## config.mk

```make
export PLATFORM = sky130hd
export DESIGN_NAME = i2c_register_master
export DESIGN_NICKNAME = d
export VERILOG_FILES = /design/src/design/i2cm_pkg.sv /design/src/design/i2c_register_master.sv
export SDC_FILE = /design/constraint.sdc
export NUM_CORES = 1
export LEC_CHECK = 0
export BUFFER_PORTS_ARGS = -buffer_cell sky130_fd_sc_hd__clkbuf_2
export CORE_ASPECT_RATIO = 0.7
export CORE_MARGIN = 3
export CORE_UTILIZATION = 62
export DETAILED_ROUTE_END_ITERATION = 8
export GPL_TIMING_DRIVEN = 0
export PLACE_DENSITY = 0.78
export SLEW_MARGIN = 20
export SYNTH_ARGS = -nofsm -noshare
export SYNTH_HDL_FRONTEND = slang
export SYNTH_SLANG_ARGS = --single-unit
```

## constraint.sdc

```tcl
create_clock -name clk -period 4.1 [get_ports clk]
set_input_delay 0.615 -clock clk [delete_from_list [all_inputs] [get_ports clk]]
set_output_delay 0.615 -clock clk [all_outputs]
set_load 0.1 [all_outputs]
```

## src/design/i2cm_pkg.sv

```systemverilog
package i2cm_pkg;

  localparam int MAX_BYTES_DEF = 16;

  localparam int CFG_IDX_W  = 2;
  localparam int CFG_DATA_W = 16;

  localparam logic [CFG_IDX_W-1:0] CFG_PHASE_TICKS  = 2'd0;
  localparam logic [CFG_IDX_W-1:0] CFG_ACK_POLL_LIM = 2'd1;
  localparam logic [CFG_IDX_W-1:0] CFG_SETTLE_TICKS = 2'd2;

  localparam logic [15:0] PHASE_TICKS_RST  = 16'd5;
  localparam logic [7:0]  ACK_POLL_LIM_RST = 8'd100;
  localparam logic [15:0] SETTLE_TICKS_RST = 16'd2000;

  typedef enum logic [1:0] {
    REQ_TICK  = 2'd0,
    REQ_START = 2'd1,
    REQ_LOAD  = 2'd2
  } req_t;

  typedef enum logic [4:0] {
    S_IDLE     = 5'd0,
    S_ST_A     = 5'd1,
    S_ST_B     = 5'd2,
    S_ST_C     = 5'd3,
    S_TX_SET   = 5'd4,
    S_TX_HIGH  = 5'd5,
    S_TX_LOW   = 5'd6,
    S_ACK_REL  = 5'd7,
    S_ACK_HIGH = 5'd8,
    S_ACK_POLL = 5'd9,
    S_ACK_LOW  = 5'd10,
    S_RX_HIGH  = 5'd11,
    S_RX_LOW   = 5'd12,
    S_AO_SET   = 5'd13,
    S_AO_HIGH  = 5'd14,
    S_AO_LOW   = 5'd15,
    S_STOP_P   = 5'd16,
    S_STOP_A   = 5'd17,
    S_SETTLE   = 5'd18
  } seq_state_t;

  // which byte of the transfer the shifter is working on
  typedef enum logic [1:0] {
    SEG_ADDR_W  = 2'd0,
    SEG_SUBADDR = 2'd1,
    SEG_TXDATA  = 2'd2,
    SEG_ADDR_R  = 2'd3
  } seg_t;

  typedef struct packed {
    req_t       req_type;
    logic       sda_in;
    logic [6:0] slave_addr;
    logic [7:0] reg_addr;
    logic       is_read;
    logic [4:0] byte_count;
    logic [7:0] tx_byte;
  } in_item_t;

  typedef struct packed {
    logic       scl_out;
    logic       sda_out;
    logic       busy_res;
    logic       rx_valid;
    logic [7:0] rx_byte;
    logic       done_res;
    logic       ack_error;
  } out_item_t;

endpackage

```

## src/design/i2c_register_master.sv

```systemverilog
// each accepted item's result is registered in the output register in the next cycle
// throughput: one item per clock; the input stalls only while a result waits
//   in the output register and the result side stalls
// reset (rst_n low, synchronous): bus released (scl and sda high), sequencer idle,
//   registers back to 5 / 100 / 2000; the write buffer is not cleared
module i2c_register_master
  import i2cm_pkg::*;
#(
  parameter int MAX_BYTES = MAX_BYTES_DEF
) (
  input  logic                  clk,
  input  logic                  rst_n,
  input  logic                  in_valid,
  output logic                  in_stall,
  input  in_item_t              in_data,
  output logic                  out_valid,
  input  logic                  out_stall,
  output out_item_t             out_data,
  input  logic                  cfg_we,
  input  logic [CFG_IDX_W-1:0]  cfg_index,
  input  logic [CFG_DATA_W-1:0] cfg_wdata
);

  localparam int IDX_W = (MAX_BYTES > 1) ? $clog2(MAX_BYTES) : 1;
  localparam int CNT_W = $clog2(MAX_BYTES + 1);

  // configuration registers
  logic [15:0] phase_ticks_r;
  logic [7:0]  ack_poll_limit_r;
  logic [15:0] settle_ticks_r;

  // sequencer state
  seq_state_t st_r, st_nxt;
  seg_t       seg_r, seg_nxt;
  logic [15:0] phase_r, phase_nxt;
  logic [3:0]  bit_r, bit_nxt;
  logic [CNT_W-1:0] byte_r, byte_nxt;
  logic [7:0]  shift_r, shift_nxt;
  logic [7:0]  poll_r, poll_nxt;
  logic [15:0] settle_r, settle_nxt;
  logic [CNT_W-1:0] load_ptr_r, load_ptr_nxt;
  logic [6:0]  slave_r, slave_nxt;
  logic [7:0]  regaddr_r, regaddr_nxt;
  logic        read_r, read_nxt;
  logic [CNT_W-1:0] count_r, count_nxt;
  logic        scl_r, scl_nxt;
  logic        sda_r, sda_nxt;
  logic        abort_r, abort_nxt;

  // write data buffer, read through a register ahead of use
  logic [7:0]       tx_mem [MAX_BYTES];
  logic [7:0]       rd_data_r;
  logic [IDX_W-1:0] rd_addr;
  logic             mem_we;

  // output register
  logic      out_valid_r;
  out_item_t out_data_r;
  out_item_t res;

  logic accept;

  // derived values
  logic [15:0]      phase_load;
  logic [7:0]       poll_lim;
  logic [7:0]       poll_inc;
  logic [15:0]      settle_dec;
  logic [3:0]       bit_inc;
  logic [CNT_W-1:0] byte_inc;
  logic [7:0]       tx_shifted;
  logic [4:0]       cnt_fix;
  logic [CNT_W-1:0] cnt_sat;

  assign in_stall  = out_valid_r & out_stall;
  assign accept    = in_valid & ~in_stall;
  assign out_valid = out_valid_r;
  assign out_data  = out_data_r;

  // zero in the phase length or the ack poll limit behaves as one
  assign phase_load = (phase_ticks_r == 16'd0) ? 16'd1 : phase_ticks_r;
  assign poll_lim   = (ack_poll_limit_r == 8'd0) ? 8'd1 : ack_poll_limit_r;
  assign poll_inc   = poll_r + 8'd1;
  assign settle_dec = (settle_r != 16'd0) ? settle_r - 16'd1 : 16'd0;
  assign bit_inc    = bit_r + 4'd1;
  assign byte_inc   = byte_r + CNT_W'(1);
  assign tx_shifted = shift_r << bit_inc;

  // read count of zero moves one byte; counts saturate at the buffer depth
  assign cnt_fix = (in_data.is_read && in_data.byte_count == 5'd0) ? 5'd1
                                                                   : in_data.byte_count;
  assign cnt_sat = (int'(cnt_fix) > MAX_BYTES) ? CNT_W'(MAX_BYTES) : CNT_W'(cnt_fix);

  // next data byte address: the one after the current byte while sending data,
  // else the first entry (used when the subaddress ack ends)
  always_comb begin
    rd_addr = '0;
    if (seg_r == SEG_TXDATA && byte_inc < CNT_W'(MAX_BYTES)) begin
      rd_addr = byte_inc[IDX_W-1:0];
    end
  end

  assign mem_we = accept && in_data.req_type == REQ_LOAD && st_r == S_IDLE &&
                  load_ptr_r < CNT_W'(MAX_BYTES);

  always_ff @(posedge clk) begin
    if (mem_we) begin
      tx_mem[load_ptr_r[IDX_W-1:0]] <= in_data.tx_byte;
    end
    rd_data_r <= tx_mem[rd_addr];
  end

  // configuration writes
  always_ff @(posedge clk) begin
    if (!rst_n) begin
      phase_ticks_r    <= PHASE_TICKS_RST;
      ack_poll_limit_r <= ACK_POLL_LIM_RST;
      settle_ticks_r   <= SETTLE_TICKS_RST;
    end else if (cfg_we) begin
      unique case (cfg_index)
        CFG_PHASE_TICKS:  phase_ticks_r    <= cfg_wdata;
        CFG_ACK_POLL_LIM: ack_poll_limit_r <= cfg_wdata[7:0];
        CFG_SETTLE_TICKS: settle_ticks_r   <= cfg_wdata;
        default: ;
      endcase
    end
  end

  // sequencer: one step per accepted item
  always_comb begin
    st_nxt       = st_r;
    seg_nxt      = seg_r;
    phase_nxt    = phase_r;
    bit_nxt      = bit_r;
    byte_nxt     = byte_r;
    shift_nxt    = shift_r;
    poll_nxt     = poll_r;
    settle_nxt   = settle_r;
    load_ptr_nxt = load_ptr_r;
    slave_nxt    = slave_r;
    regaddr_nxt  = regaddr_r;
    read_nxt     = read_r;
    count_nxt    = count_r;
    scl_nxt      = scl_r;
    sda_nxt      = sda_r;
    abort_nxt    = abort_r;
    res          = '0;

    case (in_data.req_type)
      REQ_TICK: begin
        if (st_r == S_SETTLE) begin
          // post-write settle wait
          settle_nxt = settle_dec;
          if (settle_dec == 16'd0) begin
            st_nxt       = S_IDLE;
            res.done_res = 1'b1;
            res.ack_error = abort_r;
          end
        end else if (st_r == S_ACK_POLL) begin
          // poll sda for the slave ack, once per tick
          if (!in_data.sda_in) begin
            st_nxt = S_ACK_LOW; scl_nxt = 1'b0; sda_nxt = 1'b1; phase_nxt = phase_load;
          end else begin
            poll_nxt = poll_inc;
            if (poll_inc >= poll_lim) begin
              abort_nxt = 1'b1;
              st_nxt = S_STOP_P; scl_nxt = 1'b0; sda_nxt = 1'b0; phase_nxt = phase_load;
            end
          end
        end else if (st_r != S_IDLE && phase_r > 16'd1) begin
          phase_nxt = phase_r - 16'd1;
        end else if (st_r != S_IDLE) begin
          // slot over: move to the next bus phase
          phase_nxt = 16'd0;
          unique case (st_r)
            S_ST_A: begin
              st_nxt = S_ST_B; scl_nxt = 1'b1; sda_nxt = 1'b0; phase_nxt = phase_load;
            end
            S_ST_B: begin
              st_nxt = S_ST_C; scl_nxt = 1'b0; sda_nxt = 1'b0; phase_nxt = phase_load;
            end
            S_ST_C: begin
              bit_nxt = 4'd0;
              st_nxt = S_TX_SET; scl_nxt = 1'b0; sda_nxt = shift_r[7];
              phase_nxt = phase_load;
            end
            S_TX_SET: begin
              st_nxt = S_TX_HIGH; scl_nxt = 1'b1; phase_nxt = phase_load;
            end
            S_TX_HIGH: begin
              st_nxt = S_TX_LOW; scl_nxt = 1'b0; phase_nxt = phase_load;
            end
            S_TX_LOW: begin
              bit_nxt = bit_inc;
              if (bit_inc >= 4'd8) begin
                st_nxt = S_ACK_REL; scl_nxt = 1'b0; sda_nxt = 1'b1;
              end else begin
                st_nxt = S_TX_SET; scl_nxt = 1'b0; sda_nxt = tx_shifted[7];
              end
              phase_nxt = phase_load;
            end
            S_ACK_REL: begin
              st_nxt = S_ACK_HIGH; scl_nxt = 1'b1; sda_nxt = 1'b1; phase_nxt = phase_load;
            end
            S_ACK_HIGH: begin
              poll_nxt = 8'd0;
              st_nxt   = S_ACK_POLL;
            end
            S_ACK_LOW: begin
              phase_nxt = phase_load;
              unique case (seg_r)
                SEG_ADDR_W: begin
                  seg_nxt = SEG_SUBADDR;
                  shift_nxt = regaddr_r;
                  bit_nxt = 4'd0;
                  st_nxt = S_TX_SET; scl_nxt = 1'b0; sda_nxt = regaddr_r[7];
                end
                SEG_SUBADDR: begin
                  if (read_r) begin
                    // repeated start, then address with read bit
                    seg_nxt = SEG_ADDR_R;
                    shift_nxt = {slave_r, 1'b1};
                    st_nxt = S_ST_A; scl_nxt = 1'b1; sda_nxt = 1'b1;
                  end else begin
                    byte_nxt = '0;
                    if (count_r != '0) begin
                      shift_nxt = rd_data_r;
                      seg_nxt = SEG_TXDATA;
                      bit_nxt = 4'd0;
                      st_nxt = S_TX_SET; scl_nxt = 1'b0; sda_nxt = rd_data_r[7];
                    end else begin
                      st_nxt = S_STOP_P; scl_nxt = 1'b0; sda_nxt = 1'b0;
                    end
                  end
                end
                SEG_TXDATA: begin
                  byte_nxt = byte_inc;
                  if (byte_inc < count_r) begin
                    shift_nxt = rd_data_r;
                    bit_nxt = 4'd0;
                    st_nxt = S_TX_SET; scl_nxt = 1'b0; sda_nxt = rd_data_r[7];
                  end else begin
                    st_nxt = S_STOP_P; scl_nxt = 1'b0; sda_nxt = 1'b0;
                  end
                end
                SEG_ADDR_R: begin
                  byte_nxt = '0;
                  bit_nxt = 4'd0;
                  shift_nxt = 8'd0;
                  st_nxt = S_RX_HIGH; scl_nxt = 1'b1; sda_nxt = 1'b1;
                end
                default: ;
              endcase
            end
            S_RX_HIGH: begin
              shift_nxt = {shift_r[6:0], in_data.sda_in};
              st_nxt = S_RX_LOW; scl_nxt = 1'b0; sda_nxt = 1'b1; phase_nxt = phase_load;
            end
            S_RX_LOW: begin
              bit_nxt = bit_inc;
              phase_nxt = phase_load;
              if (bit_inc < 4'd8) begin
                st_nxt = S_RX_HIGH; scl_nxt = 1'b1; sda_nxt = 1'b1;
              end else begin
                res.rx_valid = 1'b1;
                res.rx_byte  = shift_r;
                // nack on the last byte
                st_nxt = S_AO_SET; scl_nxt = 1'b0; sda_nxt = (byte_inc >= count_r);
              end
            end
            S_AO_SET: begin
              st_nxt = S_AO_HIGH; scl_nxt = 1'b1; phase_nxt = phase_load;
            end
            S_AO_HIGH: begin
              st_nxt = S_AO_LOW; scl_nxt = 1'b0; phase_nxt = phase_load;
            end
            S_AO_LOW: begin
              byte_nxt = byte_inc;
              phase_nxt = phase_load;
              if (byte_inc < count_r) begin
                bit_nxt = 4'd0;
                shift_nxt = 8'd0;
                st_nxt = S_RX_HIGH; scl_nxt = 1'b1; sda_nxt = 1'b1;
              end else begin
                st_nxt = S_STOP_P; scl_nxt = 1'b0; sda_nxt = 1'b0;
              end
            end
            S_STOP_P: begin
              st_nxt = S_STOP_A; scl_nxt = 1'b1; sda_nxt = 1'b0; phase_nxt = phase_load;
            end
            S_STOP_A: begin
              scl_nxt = 1'b1;
              sda_nxt = 1'b1;
              if (abort_r || read_r || settle_ticks_r == 16'd0) begin
                st_nxt        = S_IDLE;
                res.done_res  = 1'b1;
                res.ack_error = abort_r;
                if (!(abort_r || read_r)) begin
                  settle_nxt = settle_ticks_r;
                end
              end else begin
                settle_nxt = settle_ticks_r;
                st_nxt     = S_SETTLE;
              end
            end
            default: st_nxt = S_IDLE;
          endcase
        end
      end
      REQ_START: begin
        if (st_r == S_IDLE) begin
          slave_nxt    = in_data.slave_addr;
          regaddr_nxt  = in_data.reg_addr;
          read_nxt     = in_data.is_read;
          count_nxt    = cnt_sat;
          load_ptr_nxt = '0;
          abort_nxt    = 1'b0;
          seg_nxt      = SEG_ADDR_W;
          byte_nxt     = '0;
          shift_nxt    = {in_data.slave_addr, 1'b0};
          bit_nxt      = 4'd0;
          st_nxt = S_ST_A; scl_nxt = 1'b1; sda_nxt = 1'b1; phase_nxt = phase_load;
        end
      end
      REQ_LOAD: begin
        if (mem_we) begin
          load_ptr_nxt = load_ptr_r + CNT_W'(1);
        end
      end
      default: ;
    endcase

    res.scl_out  = scl_nxt;
    res.sda_out  = sda_nxt;
    res.busy_res = (st_nxt != S_IDLE);
  end

  // state registers advance only on a transfer into the block
  always_ff @(posedge clk) begin
    if (!rst_n) begin
      st_r       <= S_IDLE;
      seg_r      <= SEG_ADDR_W;
      phase_r    <= 16'd0;
      bit_r      <= 4'd0;
      byte_r     <= '0;
      shift_r    <= 8'd0;
      poll_r     <= 8'd0;
      settle_r   <= 16'd0;
      load_ptr_r <= '0;
      slave_r    <= 7'd0;
      regaddr_r  <= 8'd0;
      read_r     <= 1'b0;
      count_r    <= '0;
      scl_r      <= 1'b1;
      sda_r      <= 1'b1;
      abort_r    <= 1'b0;
    end else if (accept) begin
      st_r       <= st_nxt;
      seg_r      <= seg_nxt;
      phase_r    <= phase_nxt;
      bit_r      <= bit_nxt;
      byte_r     <= byte_nxt;
      shift_r    <= shift_nxt;
      poll_r     <= poll_nxt;
      settle_r   <= settle_nxt;
      load_ptr_r <= load_ptr_nxt;
      slave_r    <= slave_nxt;
      regaddr_r  <= regaddr_nxt;
      read_r     <= read_nxt;
      count_r    <= count_nxt;
      scl_r      <= scl_nxt;
      sda_r      <= sda_nxt;
      abort_r    <= abort_nxt;
    end
  end

  // result register: refilled on every accepted item, drained when not stalled
  always_ff @(posedge clk) begin
    if (!rst_n) begin
      out_valid_r <= 1'b0;
    end else if (accept) begin
      out_valid_r <= 1'b1;
    end else if (!out_stall) begin
      out_valid_r <= 1'b0;
    end
  end

  always_ff @(posedge clk) begin
    if (accept) begin
      out_data_r <= res;
    end
  end

`ifndef ASSERT_OFF
  // a finished transfer reports idle in the same result
  a_done_not_busy: assert property (@(posedge clk) disable iff (!rst_n)
    out_valid_r && out_data_r.done_res |-> !out_data_r.busy_res)
    else $error("done result still reports busy");

  // an abort flag only rides on the done pulse
  a_err_with_done: assert property (@(posedge clk) disable iff (!rst_n)
    out_valid_r && out_data_r.ack_error |-> out_data_r.done_res)
    else $error("ack error without done");

  // during the settle wait the bus stays released
  a_settle_released: assert property (@(posedge clk) disable iff (!rst_n)
    st_r == S_SETTLE |-> scl_r && sda_r)
    else $error("bus not released during settle");

  // buffer is never filled beyond its depth
  a_load_bound: assert property (@(posedge clk) disable iff (!rst_n)
    load_ptr_r <= CNT_W'(MAX_BYTES))
    else $error("load pointer beyond buffer depth");
`endif

endmodule

```

* After elaboration in Yosys (flattened, before gate mapping)
Memories as Yosys holds them, arrays and structs flattened. A register that Yosys moved wholly into a read port is not among the register bits.
Cells that the tools add are included.
W data, S select, Z words.
** Storage, ports and cells
- Memory bits (read-only) :: 0
- Memories :: 1
- Bits in writable memories :: 128
- Input bits :: 55
- Output and inout bits :: 16
- Latch bits :: 0
- Register bits :: 148
** Cells by class
- Multiply operators :: 0
- Magnitude comparators :: 9
- Reductions and logical operators :: 50
- Shift-type cells :: 1
- Divide/modulo/power cells :: 0
- Bitwise logic cells :: 7
- Add/sub/neg operators :: 6
- Mux-type cells :: 135
- Eq/ne operators :: 54
** Memories
- tx_mem :: words 16, width 8, rd ports 1, clocked after memory_dff 1, wr ports 1, RTL line i2c_register_master.sv:51 : logic [7:0] tx_mem [MAX_BYTES];
** Operators by type and width (count)
- $mux W16 :: 17
- $mux W8 :: 15
- $mux W5 :: 22
- $pmux W5 S16 :: 1
- $logic_not A16 Y1 :: 3
- $eq A5 B4 Y1 const B :: 8
- $pmux W5 S2 :: 4
- $mux W4 :: 9
- $mux W2 :: 16
- $pmux W16 S2 :: 1
- $pmux W8 S4 :: 1
- $sub A16 B1 Y16 const B :: 2
- $mux W1 :: 31
- $reduce_and A10 Y1 :: 3
- $ne A2 B2 Y1 const B :: 13
- $ne A4 B4 Y1 const B :: 6
- $pmux W8 S3 :: 1
- $reduce_and A7 Y1 :: 3
- $eq A5 B3 Y1 const B :: 4
- $pmux W5 S4 :: 1
- $reduce_or A6 Y1 :: 3
- $gt A16 B1 Y1 const B :: 1
- $pmux W4 S4 :: 1
- $pmux W8 S2 :: 1
- 53 further kinds :: 95

* Longest topological paths before layout
- Depth in word-level cells :: 11
- Gate-level depth with buffers :: 13
- Mapped depth without buffers :: 12

* Least setup slack after synthesis
No wires, ideal clock.
- Kind :: flip-flop to flip-flop
- Start point :: register byte_r[0]
- End point :: register out_data_r (netlist bit out_data[11]) (data pin)
- Cell stages (with the launch flop) :: 13
- Setup time :: 277 ps
- Path buffers :: 1
- Arrival time :: 2870 ps
- Path slack :: 953 ps
- Cell sequence :: dfxtp_1 -> ha_1 -> xnor2_1 -> inv_1 -> clkbuf_1 -> ha_1 -> and3_1 -> o21ai_0 -> a41o_1 -> a2111oi_4 -> o32ai_1 -> a2111oi_0 -> o211ai_1
** RTL lines
- start: declaration :: RTL line i2c_register_master.sv:37 : logic [CNT_W-1:0] byte_r, byte_nxt;
- start signal: assignment :: RTL line i2c_register_master.sv:361 : byte_r <= byte_nxt;
- end signal: assignment :: RTL line i2c_register_master.sv:389 : out_data_r <= res;
- end: declaration :: RTL line i2c_register_master.sv:58 : out_item_t out_data_r;

* Worst setup path in the final report
- Start point :: register poll_r[0]
- End point :: register phase_r[8]
** On the way
- Longest elaborated chain between the ends :: 4
** RTL lines
- start: declaration :: RTL line i2c_register_master.sv:39 : logic [7:0] poll_r, poll_nxt;
- start signal: assignment :: RTL line i2c_register_master.sv:363 : poll_r <= poll_nxt;
- $add A8 B1 Y8 :: RTL line i2c_register_master.sv:82 : assign poll_inc = poll_r + 8'd1;
- $ge A8 B8 Y1 :: RTL line i2c_register_master.sv:164 : if (poll_inc >= poll_lim) begin
- $ne A4 B4 Y1 (no source line)
- $reduce_and A6 Y1 (no source line)
- end signal: assignment :: RTL line i2c_register_master.sv:359 : phase_r <= phase_nxt;
- end: declaration :: RTL line i2c_register_master.sv:35 : logic [15:0] phase_r, phase_nxt;
Every way passes these cells.
A chain may end at the register's enable or synchronous reset.

==> out/metrics.yaml <==
outcome:
  status: "finished, final reports clean"
setup_path:
  reg2reg_depth: 13
  r2r-start: "poll_r[0]$_SDFFE_PN0P_"
  rrSetupSlack_ns: 0.15
  cp.required_ns: 4.53
  criticalPathCategory: "reg -> reg"
  worstSetupEndpointType: "register"
  worstPathMaxFanout: 10
  worst_setup_path_start_kind: "register"
  cp-startpoint: "poll_r[0]$_SDFFE_PN0P_"
  cp.arrival_ns: 4.38
  worstReg2RegEnd: "phase_r[8]$_SDFFE_PN0P_"
cts:
  cts.path.max_buffers: 3
  cts_inserted_buffers: 27
  postCtsSetupBuffers: 0
  clk_latency_ns: 0.54
  root_buffer: "clkbuf_16"
  ctsHoldBuffers: 0
  cts.htree.levels: 1
  cts_tree: "done"
  clk_pin_slew_worst_paths_ns: 0.06
  cts.sinks: 284
pwr:
  swShare: 0.2595
  power_frac_clock: 0.409
  p_per_area_nw_per_um2: 421.3
  p_total_mw: 6.670
  switchingPower_mw: 1.731
  power_leakage_nw: 5.648
  p_int_mw: 4.939
  power_frac_comb: 0.128
  p_seq_frac: 0.462
  ir_drop_uv: 495.1
yosys:
  netlist_top_cells_area: "edfxtp_1 30%, dfxtp_1 20%, nand2_1 5.1%"
  syn-num-nets: 1519
  synthCells: 1441
  synth-edff-count: 142
  yosysTopAreaCellShare: 0.3020
  yosys.area.top_type: "edfxtp_1"
  syn_area_um2: 14120
  syn_area_per_cell_um2: 9.798
  synth_flop_cell: "edfxtp_1"
  ys_seq_area_frac: 0.5034
  synth_cell_type_count: 86
  ys_ff_latch: 284
  ys_async_sr_fraction: 0
  yosysWarningCount: 0
final_layout:
  drive_gt1_frac: 0.1329
  fin_util: 0.7192
  area_delta_synth_final_pct: 12.14
  fin_cells: 1863
  diodes: 0
  final_area_um2: 15830
  nets: 1616
sta:
  min_period_ns: 3.950
  layout_worst_path_cycle_share: 0.9634
  relSlewSlack: 0.3041
  setup_tns_ns: 0
  clock.fmax_mhz: 253.2
  rsz0062_at_grt: "false"
  worst_pin_slew_ns: 1.036
  setup_violations: 0
  hold_viol_final: 0
  final_max_slew_viol_count: 0
  fin_skew_ns: 0.01436
global_routing:
  grt_pass1_wl_um: 65100
  gr-total-overflow: 0
  grt_usage: 0.3357
  grt_max_degree: 22
  antenna_found_initial: 0
  grt_pass1_vias: 11280
routing:
  via_per_inst: 6.439
  remaining_drc_errors: 0
  routed_wl_um: 42520
  wire_per_inst_um: 22.83
  ant_nets: 0
  first_pass_iters: 8
  via_count: 12000
  drtIter0Drc: 1661
min_path:
  min_from: "in_data[19]"
  min_to: "regaddr_r[5]$_SDFFE_PN0P_"
  hold_path.class: "in -> reg"
  holdPathStages: 3
floorplan:
  initial_core_util: 0.6413
  pin_count: 71
  core_area_um2: 22010
  rows: 45
  die_x_um: 186.4
  die_h_um: 132.3
  die_area_um2: 24650
placed_design:
  post_dp_cell_area_um2: 14860
  portBuffers: 68
  dp_cells: 1814
  dpl.hpwl_um: 30930
  place.gp.congestion: 1.010
job:
  max-cap-violations: 0
==> area by class of cell <==
cell class	count	area [um2]
plain buffers	88	381.6
clock buffers	34	733.2
clock inverters	15	230.2
fillers	1666	6182
inverters	32	120.1
multi-input cells	1037	6539
flip-flops and latches	284	7107
well taps	305	381.6
repair buffers	68	340.3
==> per-stage QoR <==
| stage | setup slack (ns) | hold slack [ns] |
|---|---|---|
| floorplan | 0.9527 | 0.4324 |
| detailed placement | 0.1249 | 0.4502 |
| global placement | 0.1042 | 0.4452 |
| global route | 0.002990 | 0.3125 |
| CTS | 0.08888 | 0.2900 |
| finish | 0.1500 | 0.2937 |
==> cells in the mapped netlist, types with 14 or more instances <==
library cell,instances
nor2_1,161
nand2_1,192
buf_2,23
clkbuf_1,54
a22oi_1,17
nor3_1,41
dfxtp_1,142
xor2_1,14
ha_1,23
o31ai_1,15
a21oi_1,129
edfxtp_1,142
nor4_1,23
inv_1,30
o21ai_0,68
a211oi_1,22
mux2i_1,44
nand3_1,26
nand2b_1,18
mux4_2,18
==> state kept, by name, summed over array words and instances (netlist names), 2 cells and up <==
signal / flops
tx_mem: 128
phase_r: 16
phase_ticks_r: 16
settle_r: 16
settle_ticks_r: 16
out_data: 14
ack_poll_limit_r: 8
poll_r: 8
rd_data_r: 8
regaddr_r: 8
shift_r: 8
slave_r: 7
byte_r: 5
count_r: 5
load_ptr_r: 5
st_r: 5
bit_r: 4
seg_r: 2
==> worst max-delay path, stage by stage, from the launching register on <==
cell     delay [ns]
dfxtp_1        0.42
and3_1         0.27
and3_1         0.26
nand3_1        0.11
xnor2_1        0.23
ha_1           0.28
a21oi_1        0.18
o21ai_0        0.11
a31oi_1        0.61
a31oi_1        0.39
a21oi_2        0.40
buf_2          0.31
nor2_1         0.08
o21a_1         0.18
==> power by group through the flow <==
| stage | logic, mW | clock network (mW) | registers (mW) |
|---|---|---|---|
| 2_1_floorplan | 0.515 | 0 | 3.19 |
| 4_1_cts | 0.823 | 2.74 | 3.08 |
| 6_report | 0.856 | 2.73 | 3.08 |
| 5_1_grt | 0.918 | 2.85 | 3.09 |
| 3_5_place_dp | 0.816 | 0 | 3.14 |
| 3_3_place_gp | 0.812 | 0 | 3.14 |
==> cells by family (layout without fill, tap and decap cells) <==
group / count (synthesis) / count (layout) / share of synthesized area
buf+inv: 120 / 237 / 0.03554
compound gates: 353 / 353 / 0.1627
xor+xnor: 24 / 24 / 0.01489
simple gates: 565 / 565 / 0.1952
fa+ha+maj: 23 / 23 / 0.02038
flops: 284 / 284 / 0.5034
mux: 72 / 72 / 0.06788
==> layer usage <==
layer | part of all wire | routed length, um | track usage
met3 | 0.14 | 5897 | 0.1106
met1 | 0.46 | 19420 | 0.5342
met5 | 0 | 0 | 0
met4 | 0.019 | 806 | 0.06253
met2 | 0.39 | 16400 | 0.4457
==> placed cells by master (no fill, tap or decap), types with 23 or more instances in the layout <==
cell type,count
nor3_1,37
nor4_1,23
clkbuf_1,59
nand3_1,26
ha_1,23
clkbuf_16,28
nor2_1,161
clkbuf_2,68
o21ai_0,68
dfxtp_1,142
nand2_1,192
mux2i_1,44
inv_1,30
a21oi_1,129
edfxtp_1,142
buf_2,23
==> repair_timing <==
action                                  CTS  global route
endpoints found under the setup margin    0             1
gates resized for setup                   0             2
hold endpoints to repair                  0             0
==> worst max-delay path by stage <==
stage / to / depth (start not counted)
floorplan: out_data[11]$_DFFE_PP_ / 12
global placement: out_data[11]$_DFFE_PP_ / 12
detailed placement: out_data[11]$_DFFE_PP_ / 12
CTS: out_data[11]$_DFFE_PP_ / 12
global route: phase_r[8]$_SDFFE_PN0P_ / 13
finish: phase_r[8]$_SDFFE_PN0P_ / 13
No activity file was read; power rests on OpenSTA's default activity.
